==> src/hw/rtl/assert_macros.svh <==
// Assertion helpers. All sample on clk and are off while rst_n is low.
`ifndef ASSERT_MACROS_SVH
`define ASSERT_MACROS_SVH

// Same-cycle implication.
`define PBB_ASSERT_IMP(name, ante, cons) \
  name: assert property (@(posedge clk) disable iff (!rst_n) (ante) |-> (cons)) \
    else $error("pbb assertion failed");

// Next-cycle implication.
`define PBB_ASSERT_NXT(name, ante, cons) \
  name: assert property (@(posedge clk) disable iff (!rst_n) (ante) |=> (cons)) \
    else $error("pbb assertion failed");

`endif

==> src/hw/rtl/pbb_pkg.sv <==
package pbb_pkg;

  localparam int NUM_CLASSES_DEF   = 13;
  localparam int MAX_DIM_DEF       = 4096;

  localparam int LABEL_W           = 8;
  localparam int FRAME_W           = 13;
  localparam int CLASS_IDX_W       = 4;
  localparam int POS_W             = 13;  // box_x, box_y
  localparam int SIZE_W            = 14;  // box_width, box_height

  localparam logic [FRAME_W-1:0] FRAME_WIDTH_RESET = 13'd640;

  // Control that rides along with a pixel down the cell chain.
  typedef struct packed {
    logic valid;
    logic eof;
  } pix_ctrl_t;

  typedef enum logic [1:0] {
    ST_IDLE,
    ST_FLUSH,
    ST_DRAIN
  } state_t;

endpackage

==> src/hw/rtl/pbb_cell.sv <==
// One class slot: tracks its box, forwards the pixel, shifts its box on drain.
module pbb_cell #(
  parameter int CLASS_ID = 1,
  parameter int MAX_DIM  = pbb_pkg::MAX_DIM_DEF
) (
  input  logic                         clk,
  input  logic                         rst_n,
  input  pbb_pkg::pix_ctrl_t           ctrl_i,
  input  logic [pbb_pkg::LABEL_W-1:0]  label_i,
  input  logic [$clog2(MAX_DIM)-1:0]   col_i,
  input  logic [$clog2(MAX_DIM)-1:0]   row_i,
  output pbb_pkg::pix_ctrl_t           ctrl_o,
  output logic [pbb_pkg::LABEL_W-1:0]  label_o,
  output logic [$clog2(MAX_DIM)-1:0]   col_o,
  output logic [$clog2(MAX_DIM)-1:0]   row_o,
  input  logic                         shift_i,
  input  logic                         nbr_seen_i,
  input  logic [$clog2(MAX_DIM)-1:0]   nbr_min_col_i,
  input  logic [$clog2(MAX_DIM)-1:0]   nbr_max_col_i,
  input  logic [$clog2(MAX_DIM)-1:0]   nbr_min_row_i,
  input  logic [$clog2(MAX_DIM)-1:0]   nbr_max_row_i,
  output logic                         seen_o,
  output logic [$clog2(MAX_DIM)-1:0]   min_col_o,
  output logic [$clog2(MAX_DIM)-1:0]   max_col_o,
  output logic [$clog2(MAX_DIM)-1:0]   min_row_o,
  output logic [$clog2(MAX_DIM)-1:0]   max_row_o
);

  localparam int CW = $clog2(MAX_DIM);
  localparam logic [CW-1:0] COORD_TOP = CW'(MAX_DIM - 1);

  pbb_pkg::pix_ctrl_t          ctrl_r;
  logic [pbb_pkg::LABEL_W-1:0] label_r;
  logic [CW-1:0]               col_r, row_r;

  logic          seen_r, seen_nxt;
  logic [CW-1:0] min_col_r, min_col_nxt, max_col_r, max_col_nxt;
  logic [CW-1:0] min_row_r, min_row_nxt, max_row_r, max_row_nxt;
  logic          hit;

  assign hit = ctrl_i.valid && (label_i == pbb_pkg::LABEL_W'(CLASS_ID));

  always_comb begin
    seen_nxt    = seen_r;
    min_col_nxt = min_col_r;
    max_col_nxt = max_col_r;
    min_row_nxt = min_row_r;
    max_row_nxt = max_row_r;
    if (shift_i) begin
      seen_nxt    = nbr_seen_i;
      min_col_nxt = nbr_min_col_i;
      max_col_nxt = nbr_max_col_i;
      min_row_nxt = nbr_min_row_i;
      max_row_nxt = nbr_max_row_i;
    end else if (hit) begin
      seen_nxt = 1'b1;
      if (col_i < min_col_r) min_col_nxt = col_i;
      if (col_i > max_col_r) max_col_nxt = col_i;
      if (row_i < min_row_r) min_row_nxt = row_i;
      if (row_i > max_row_r) max_row_nxt = row_i;
    end
  end

  always_ff @(posedge clk) begin
    if (!rst_n) begin
      ctrl_r    <= '0;
      seen_r    <= 1'b0;
      min_col_r <= COORD_TOP;
      max_col_r <= '0;
      min_row_r <= COORD_TOP;
      max_row_r <= '0;
    end else begin
      ctrl_r    <= ctrl_i;
      seen_r    <= seen_nxt;
      min_col_r <= min_col_nxt;
      max_col_r <= max_col_nxt;
      min_row_r <= min_row_nxt;
      max_row_r <= max_row_nxt;
    end
  end

  // pixel payload, no reset
  always_ff @(posedge clk) begin
    label_r <= label_i;
    col_r   <= col_i;
    row_r   <= row_i;
  end

  assign ctrl_o    = ctrl_r;
  assign label_o   = label_r;
  assign col_o     = col_r;
  assign row_o     = row_r;
  assign seen_o    = seen_r;
  assign min_col_o = min_col_r;
  assign max_col_o = max_col_r;
  assign min_row_o = min_row_r;
  assign max_row_o = max_row_r;

endmodule

==> src/hw/rtl/per_label_bounding_box.sv <==
// Channel    | Ports                                          | Handshake
// -----------+------------------------------------------------+------------------------------
// pixel in   | in_label, in_end_of_frame                      | start & !busy
// box out    | out_class_index, out_found, out_box_x/y,       | out_valid, one cycle each,
//            | out_box_width, out_box_height, out_last        | no backpressure
// config     | cfg_frame_width                                | cfg_we
//
// One pixel per cycle while no frame is closing. A pixel travels down the
// chain of NUM_CLASSES cells one cell per cycle; busy stays low between frames.
// The end-of-frame request raises busy through the chain flush and then the
// result drain. Results come back to back, class 1 first, out_last on the final.
// Reset (rst_n low, synchronous) clears every cell, the counters and the width
// register to 640; the receiver cannot stall, so results are never held.
module per_label_bounding_box #(
  parameter int NUM_CLASSES = pbb_pkg::NUM_CLASSES_DEF,
  parameter int MAX_DIM     = pbb_pkg::MAX_DIM_DEF
) (
  input  logic                                     clk,
  input  logic                                     rst_n,
  input  logic                                     start,
  output logic                                     busy,
  input  logic [pbb_pkg::LABEL_W-1:0]              in_label,
  input  logic                                     in_end_of_frame,
  output logic                                     out_valid,
  output logic [pbb_pkg::CLASS_IDX_W-1:0]          out_class_index,
  output logic                                     out_found,
  output logic signed [pbb_pkg::POS_W-1:0]         out_box_x,
  output logic signed [pbb_pkg::POS_W-1:0]         out_box_y,
  output logic signed [pbb_pkg::SIZE_W-1:0]        out_box_width,
  output logic signed [pbb_pkg::SIZE_W-1:0]        out_box_height,
  output logic                                     out_last,
  input  logic                                     cfg_we,
  input  logic [pbb_pkg::FRAME_W-1:0]              cfg_frame_width
);

  localparam int CW    = $clog2(MAX_DIM);
  localparam int CNT_W = (NUM_CLASSES > 1) ? $clog2(NUM_CLASSES) : 1;
  localparam logic [CW-1:0]    COORD_TOP = CW'(MAX_DIM - 1);
  localparam logic [CNT_W-1:0] CNT_LAST  = CNT_W'(NUM_CLASSES - 1);

  // ---------------------------------------------------------------------------
  // Configuration
  // ---------------------------------------------------------------------------
  logic [pbb_pkg::FRAME_W-1:0] frame_width_r;

  always_ff @(posedge clk) begin
    if (!rst_n) begin
      frame_width_r <= pbb_pkg::FRAME_WIDTH_RESET;
    end else if (cfg_we) begin
      frame_width_r <= cfg_frame_width;
    end
  end

  // Zero acts as one, anything past MAX_DIM acts as MAX_DIM.
  logic [31:0] eff_width;

  always_comb begin
    eff_width = 32'(frame_width_r);
    if (frame_width_r == '0) begin
      eff_width = 32'd1;
    end else if (32'(frame_width_r) > 32'(MAX_DIM)) begin
      eff_width = 32'(MAX_DIM);
    end
  end

  // ---------------------------------------------------------------------------
  // Sequencer
  // ---------------------------------------------------------------------------
  pbb_pkg::state_t state_r, state_nxt;
  logic [CNT_W-1:0] cnt_r, cnt_nxt;
  logic             accept;
  logic             shift_en;
  logic             tail_eof;

  assign accept = start && !busy;

  always_comb begin
    state_nxt = state_r;
    case (state_r)
      pbb_pkg::ST_IDLE: begin
        if (accept && in_end_of_frame) state_nxt = pbb_pkg::ST_FLUSH;
      end
      pbb_pkg::ST_FLUSH: begin
        // last cell has taken the end-of-frame pixel
        if (tail_eof) state_nxt = pbb_pkg::ST_DRAIN;
      end
      pbb_pkg::ST_DRAIN: begin
        if (cnt_r == CNT_LAST) state_nxt = pbb_pkg::ST_IDLE;
      end
      default: state_nxt = pbb_pkg::ST_IDLE;
    endcase
  end

  always_comb begin
    busy     = 1'b1;
    shift_en = 1'b0;
    case (state_r)
      pbb_pkg::ST_IDLE:  busy = 1'b0;
      pbb_pkg::ST_FLUSH: busy = 1'b1;
      pbb_pkg::ST_DRAIN: shift_en = 1'b1;
      default:           busy = 1'b1;
    endcase
  end

  always_comb begin
    cnt_nxt = cnt_r;
    if (shift_en) begin
      cnt_nxt = (cnt_r == CNT_LAST) ? '0 : cnt_r + 1'b1;
    end
  end

  // ---------------------------------------------------------------------------
  // Raster position
  // ---------------------------------------------------------------------------
  logic [CW-1:0] col_r, col_nxt, row_r, row_nxt;

  always_comb begin
    col_nxt = col_r;
    row_nxt = row_r;
    if (accept) begin
      if (in_end_of_frame) begin
        col_nxt = '0;
        row_nxt = '0;
      end else if (32'(col_r) >= eff_width - 32'd1) begin
        col_nxt = '0;
        if (row_r < COORD_TOP) row_nxt = row_r + 1'b1;  // saturates on the last row
      end else begin
        col_nxt = col_r + 1'b1;
      end
    end
  end

  always_ff @(posedge clk) begin
    if (!rst_n) begin
      state_r <= pbb_pkg::ST_IDLE;
      cnt_r   <= '0;
      col_r   <= '0;
      row_r   <= '0;
    end else begin
      state_r <= state_nxt;
      cnt_r   <= cnt_nxt;
      col_r   <= col_nxt;
      row_r   <= row_nxt;
    end
  end

  // ---------------------------------------------------------------------------
  // Cell chain: pixels flow from cell 0 upward, boxes drain toward cell 0.
  // ---------------------------------------------------------------------------
  pbb_pkg::pix_ctrl_t          pc   [NUM_CLASSES+1];
  logic [pbb_pkg::LABEL_W-1:0] plab [NUM_CLASSES+1];
  logic [CW-1:0]               pcol [NUM_CLASSES+1];
  logic [CW-1:0]               prow [NUM_CLASSES+1];

  logic          bseen [NUM_CLASSES+1];
  logic [CW-1:0] bminc [NUM_CLASSES+1];
  logic [CW-1:0] bmaxc [NUM_CLASSES+1];
  logic [CW-1:0] bminr [NUM_CLASSES+1];
  logic [CW-1:0] bmaxr [NUM_CLASSES+1];

  assign pc[0].valid = accept;
  assign pc[0].eof   = in_end_of_frame;
  assign plab[0]     = in_label;
  assign pcol[0]     = col_r;
  assign prow[0]     = row_r;

  // cleared box enters behind the drain, so the store is empty afterward
  assign bseen[NUM_CLASSES] = 1'b0;
  assign bminc[NUM_CLASSES] = COORD_TOP;
  assign bmaxc[NUM_CLASSES] = '0;
  assign bminr[NUM_CLASSES] = COORD_TOP;
  assign bmaxr[NUM_CLASSES] = '0;

  assign tail_eof = pc[NUM_CLASSES].valid && pc[NUM_CLASSES].eof;

  for (genvar k = 0; k < NUM_CLASSES; k++) begin : g_cell
    pbb_cell #(
      .CLASS_ID (k + 1),
      .MAX_DIM  (MAX_DIM)
    ) u_cell (
      .clk           (clk),
      .rst_n         (rst_n),
      .ctrl_i        (pc[k]),
      .label_i       (plab[k]),
      .col_i         (pcol[k]),
      .row_i         (prow[k]),
      .ctrl_o        (pc[k+1]),
      .label_o       (plab[k+1]),
      .col_o         (pcol[k+1]),
      .row_o         (prow[k+1]),
      .shift_i       (shift_en),
      .nbr_seen_i    (bseen[k+1]),
      .nbr_min_col_i (bminc[k+1]),
      .nbr_max_col_i (bmaxc[k+1]),
      .nbr_min_row_i (bminr[k+1]),
      .nbr_max_row_i (bmaxr[k+1]),
      .seen_o        (bseen[k]),
      .min_col_o     (bminc[k]),
      .max_col_o     (bmaxc[k]),
      .min_row_o     (bminr[k]),
      .max_row_o     (bmaxr[k])
    );
  end

  // ---------------------------------------------------------------------------
  // Result formatting from the head cell, registered
  // ---------------------------------------------------------------------------
  logic [31:0] x_full, y_full, w_full, h_full, idx_full;

  always_comb begin
    idx_full = 32'(cnt_r) + 32'd1;
    if (bseen[0]) begin
      x_full = 32'(bminc[0]);
      y_full = 32'(bminr[0]);
      w_full = 32'(bmaxc[0]) - 32'(bminc[0]) + 32'd1;
      h_full = 32'(bmaxr[0]) - 32'(bminr[0]) + 32'd1;
    end else begin
      // absent class reports -1 in x, y, width and height
      x_full = '1;
      y_full = '1;
      w_full = '1;
      h_full = '1;
    end
  end

  logic out_valid_r;

  always_ff @(posedge clk) begin
    if (!rst_n) begin
      out_valid_r <= 1'b0;
    end else begin
      out_valid_r <= shift_en;
    end
  end

  always_ff @(posedge clk) begin
    if (shift_en) begin
      out_class_index <= idx_full[pbb_pkg::CLASS_IDX_W-1:0];
      out_found       <= bseen[0];
      out_box_x       <= x_full[pbb_pkg::POS_W-1:0];
      out_box_y       <= y_full[pbb_pkg::POS_W-1:0];
      out_box_width   <= w_full[pbb_pkg::SIZE_W-1:0];
      out_box_height  <= h_full[pbb_pkg::SIZE_W-1:0];
      out_last        <= (cnt_r == CNT_LAST);
    end
  end

  assign out_valid = out_valid_r;

  // ---------------------------------------------------------------------------
  // Checks
  // ---------------------------------------------------------------------------
  `include "assert_macros.svh"

  `PBB_ASSERT_IMP(a_out_from_drain, out_valid, $past(busy))
  `PBB_ASSERT_NXT(a_eof_closes_frame, start && !busy && in_end_of_frame, busy)
  `PBB_ASSERT_NXT(a_results_back_to_back, out_valid && !out_last, out_valid)
  `PBB_ASSERT_IMP(a_last_frees_input, out_valid && out_last, !busy)
  `PBB_ASSERT_IMP(a_last_is_top_class, out_valid && out_last,
                  out_class_index == pbb_pkg::CLASS_IDX_W'(NUM_CLASSES))

endmodule

==> config.mk <==
export PLATFORM = sky130hd
export DESIGN_NAME = per_label_bounding_box
export DESIGN_NICKNAME = d
export VERILOG_FILES = /design/src/hw/rtl/pbb_pkg.sv /design/src/hw/rtl/pbb_cell.sv /design/src/hw/rtl/per_label_bounding_box.sv
export VERILOG_INCLUDE_DIRS = /design/src /design/src/hw/rtl
export SDC_FILE = /design/constraint.sdc
export NUM_CORES = 2
export LEC_CHECK = 0
export ABC_AREA = 1
export BUFFER_PORTS_ARGS = -buffer_cell sky130_fd_sc_hd__buf_4
export CAP_MARGIN = 20
export CORE_MARGIN = 5
export CORE_UTILIZATION = 25
export CTS_CLUSTER_SIZE = 40
export DETAILED_ROUTE_END_ITERATION = 10
export GPL_ROUTABILITY_DRIVEN = 0
export GPL_TIMING_DRIVEN = 0
export PLACE_DENSITY_LB_ADDON = 0.2
export SLEW_MARGIN = 10
export SYNTH_ARGS = -nofsm -noshare
export SYNTH_HDL_FRONTEND = slang
export SYNTH_SLANG_ARGS = --single-unit
==> constraint.sdc <==
create_clock -name clk -period 6.1 [get_ports clk]
set_clock_uncertainty 0.05 [all_clocks]
set_input_delay 1.22 -clock clk [delete_from_list [all_inputs] [get_ports clk]]
set_output_delay 1.22 -clock clk [all_outputs]
set_load 0.01 [all_outputs]
==> flow_summary.toml <==
[cells_and_area]
fin_nets = 8304
final_layout_size_suffix_gt1_frac = 0.0621
synthToLayoutAreaGrowth_pct = 16.0
fin_cells = 10800

[die]
die_area_sq_mm = 0.240
die_w_um = 490
ios = 88
coreArea_sq_mm = 0.230
num_rows = 176
initial_core_util = 0.251
die_height_um = 490

[logic_synthesis]
syn_nets = 8065
synth_edf_count = 59
synthFlopType = "dfxtp_1"
seq_area_frac_synth = 0.409
ys_warn_count = 0
synth_cell_type_count = 59
synth_top_area_frac = 0.379
synthArstFlopShare = 0
synth_area_leaders = "dfxtp_1 38%, ha_1 14%, nand2_1 8.6%"
netlist_area_sq_mm = 0.0577
synthCells = 7395
ys_ff_latch = 1150
avgSynthCellArea_sq_um = 7.80
synth_top_area_cell = "dfxtp_1"

[pwr]
pwr-share-seq = 0.464
p_leak_uw = 0.0311
netSwitchingPower_uw = 3910
vdd_ir_drop_max_mv = 0.175
clockPowerShare = 0.510
combPwrFrac = 0.025
power_density_mw_per_mm2 = 247
swShare = 0.236
intPower_uw = 12600

[timing]
slew_viol_final = 0
finalCriticalPeriod_ns = 3.47
setup_viol = 0
maxSlewHeadroom = 0.184
tightest_slew_ns = 1.22
setup_tns_ns = 0
period_share = 0.570
fmax_mhz = 288
rsz0062_at_grt = "false"
holdWs_ns = 0.287
hold_violations = 0

[worst_hold_path]
hold_path_depth = 0
min_path_type = "reg2reg"

[cts]
clk_latency_ns = 0.80
post_cts_buffers = 0
ctsHoldBuffers = 0
root_buffer = "clkbuf_16"
cts.path.max_buffers = 3
cts_resized = 0
htreeDepth = 4
cts_tree = "done"
cts_sinks = 1150
clk_pin_slew_ns = 0.06
numCtsBuffers = 137

[outcome]
outcome = "finished, final reports clean"

[setup_path]
crit_type = "reg2reg"
crit_arrival_ns = 4.03
r2r_cells = 21
end_kind = "register"
crit_path_max_fanout = 10
start_kind = "register"
required_ns = 6.66

[global_routing]
grt_pass1_vias = 49800
track_usage = 0.177
grt_pass1_wl_mm = 323
grt_remaining_overflow = 0
grt_max_degree = 60
antenna_found_initial = 11

[routing]
drt_wl_total_mm = 220
antenna_left = 0
wl_per_cell_um = 20.5
post-route-drc-count = 0
drtPass1Iterations = 6
drt_iter0_markers = 4018
drt-vias-per-instance = 4.76
vias = 51300

[placed_design]
dp_hpwl_mm = 176
port_buffers = 86
place_inst = 10500

[job]
drv_cap = 0
logic make-up after synthesis:
group,after synthesis,synth area share
simple gates,2608,0.192
buf+inv,1342,0.0901
fa+ha+maj,644,0.140
flops,1150,0.409
compound gates,1610,0.162
xor+xnor,41,0.00681
stage by stage:
| step | utilization | total power (uW) | setup WS, ns | cell area, sq um |
|---|---|---|---|---|
| after floorplan | - | 8060 | 3.28 | 57700 |
| after global placement | 0.270 | 8260 | 1.98 | 62100 |
| final | 0.291 | 16600 | 2.63 | 66900 |
| after global routing | 0.291 | 17100 | 2.23 | 66900 |
| after CTS | 0.291 | 16700 | 2.61 | 66900 |
| after detailed placement | 0.271 | 8270 | 1.94 | 62300 |
cell type report:
cell class	instances	area, sq um
multi-input combinational	4903	28900
sequential	1150	23600
antenna	4	10.0
inverter	1011	3800
clock buffer	192	3870
clock inverter	56	701
timing repair buffer	100	840
fill	24900	163000
buffer	331	1420
tap	3026	3790
registers in the layout, summed over array words and instances (netlist names), 13 cells and up:
register / cells
g_cell.u_cell.max_col_o: 156
g_cell.u_cell.max_row_o: 156
g_cell.u_cell.min_col_o: 156
g_cell.u_cell.min_row_o: 156
g_cell.u_cell.col_o: 144
g_cell.u_cell.row_o: 144
g_cell.u_cell.label_o: 96
g_cell.u_cell.ctrl_o: 26
out_box_height: 14
out_box_width: 14
frame_width_r: 13
g_cell.u_cell.seen_o: 13
out_box_x: 13
power by group through the flow:
stage / combinational (uW) / clock, uW / sequential, uW
6_report: 420 / 8450 / 7690
4_1_cts: 420 / 8610 / 7690
3_5_place_dp: 418 / 0 / 7850
3_3_place_gp: 406 / 0 / 7850
5_1_grt: 460 / 8910 / 7690
2_1_floorplan: 236 / 0 / 7830
cell usage after synthesis, drive strengths merged (2+ instances only):
master / count
nand2: 1335
dfxtp: 1091
inv: 1011
ha: 642
nand3: 607
o21ai: 527
a21oi: 511
nor2: 474
clkbuf: 204
o211ai: 176
o22ai: 147
o21a: 132
buf: 127
nand4: 90
nor3: 71
edfxtp: 59
xor2: 32
o31ai: 28
a21boi: 26
a31oi: 21
o2111ai: 17
a211oi: 16
nor4: 11
or2: 10
xnor2: 9
nand3b: 4
and3: 3
nor3b: 3
o21bai: 3
a41oi: 2
fa: 2
placed cells by master, fill, tap and decap left out, types with 110 or more instances in the layout:
master,synthesis,routed
clkbuf_1,204,233
o21ai_0,479,479
clkbuf_16,0,139
inv_1,1000,1000
o211ai_1,175,175
ha_1,642,642
a21oi_1,510,510
buf_2,108,110
nand3_1,603,603
nor2_1,466,466
nand2_1,1328,1328
o21a_1,132,132
o22ai_1,147,147
dfxtp_1,1091,1091
routing by layer:
metal,track usage,share of wire,up-vias,routed length [um]
li1,-,-,25300,-
met1,0.242,0.46,24100,103000
met4,0.0550,0.029,0,6430
met2,0.290,0.45,1460,99500
met3,0.0242,0.054,303,12000
met5,0,0,-,0
worst max-delay path, cell delays in order, from the launching register on:
cell	delay [ns]
dfxtp_1	0.41
nor2_1	0.07
nand2_1	0.06
nor2_1	0.04
nand2_1	0.08
nor2_1	0.05
o21ai_1	0.27
ha_1	0.30
nand2_1	0.12
nor2_1	0.18
nand2_1	0.09
xnor2_1	0.14
ha_1	0.27
inv_1	0.05
o31a_1	0.28
nand2_1	0.08
nand3_2	0.14
nand2_2	0.19
nand3_2	0.12
buf_6	0.17
nand2_1	0.06
a21oi_1	0.06
worst paths after layout:
check	slack, ns	end	startpoint
max	2.63	row_r[6]$_SDFFE_PN0P_	frame_width_r[2]$_SDFFE_PN0P_
min	0.29	g_cell[7].u_cell.row_o[0]$_DFF_P_	g_cell[6].u_cell.row_o[0]$_DFF_P_
max reg2reg	2.63	row_r[6]$_SDFFE_PN0P_	frame_width_r[2]$_SDFFE_PN0P_
min reg2reg	0.29	g_cell[7].u_cell.row_o[0]$_DFF_P_	g_cell[6].u_cell.row_o[0]$_DFF_P_
No activity file was read; power rests on OpenSTA's default activity.
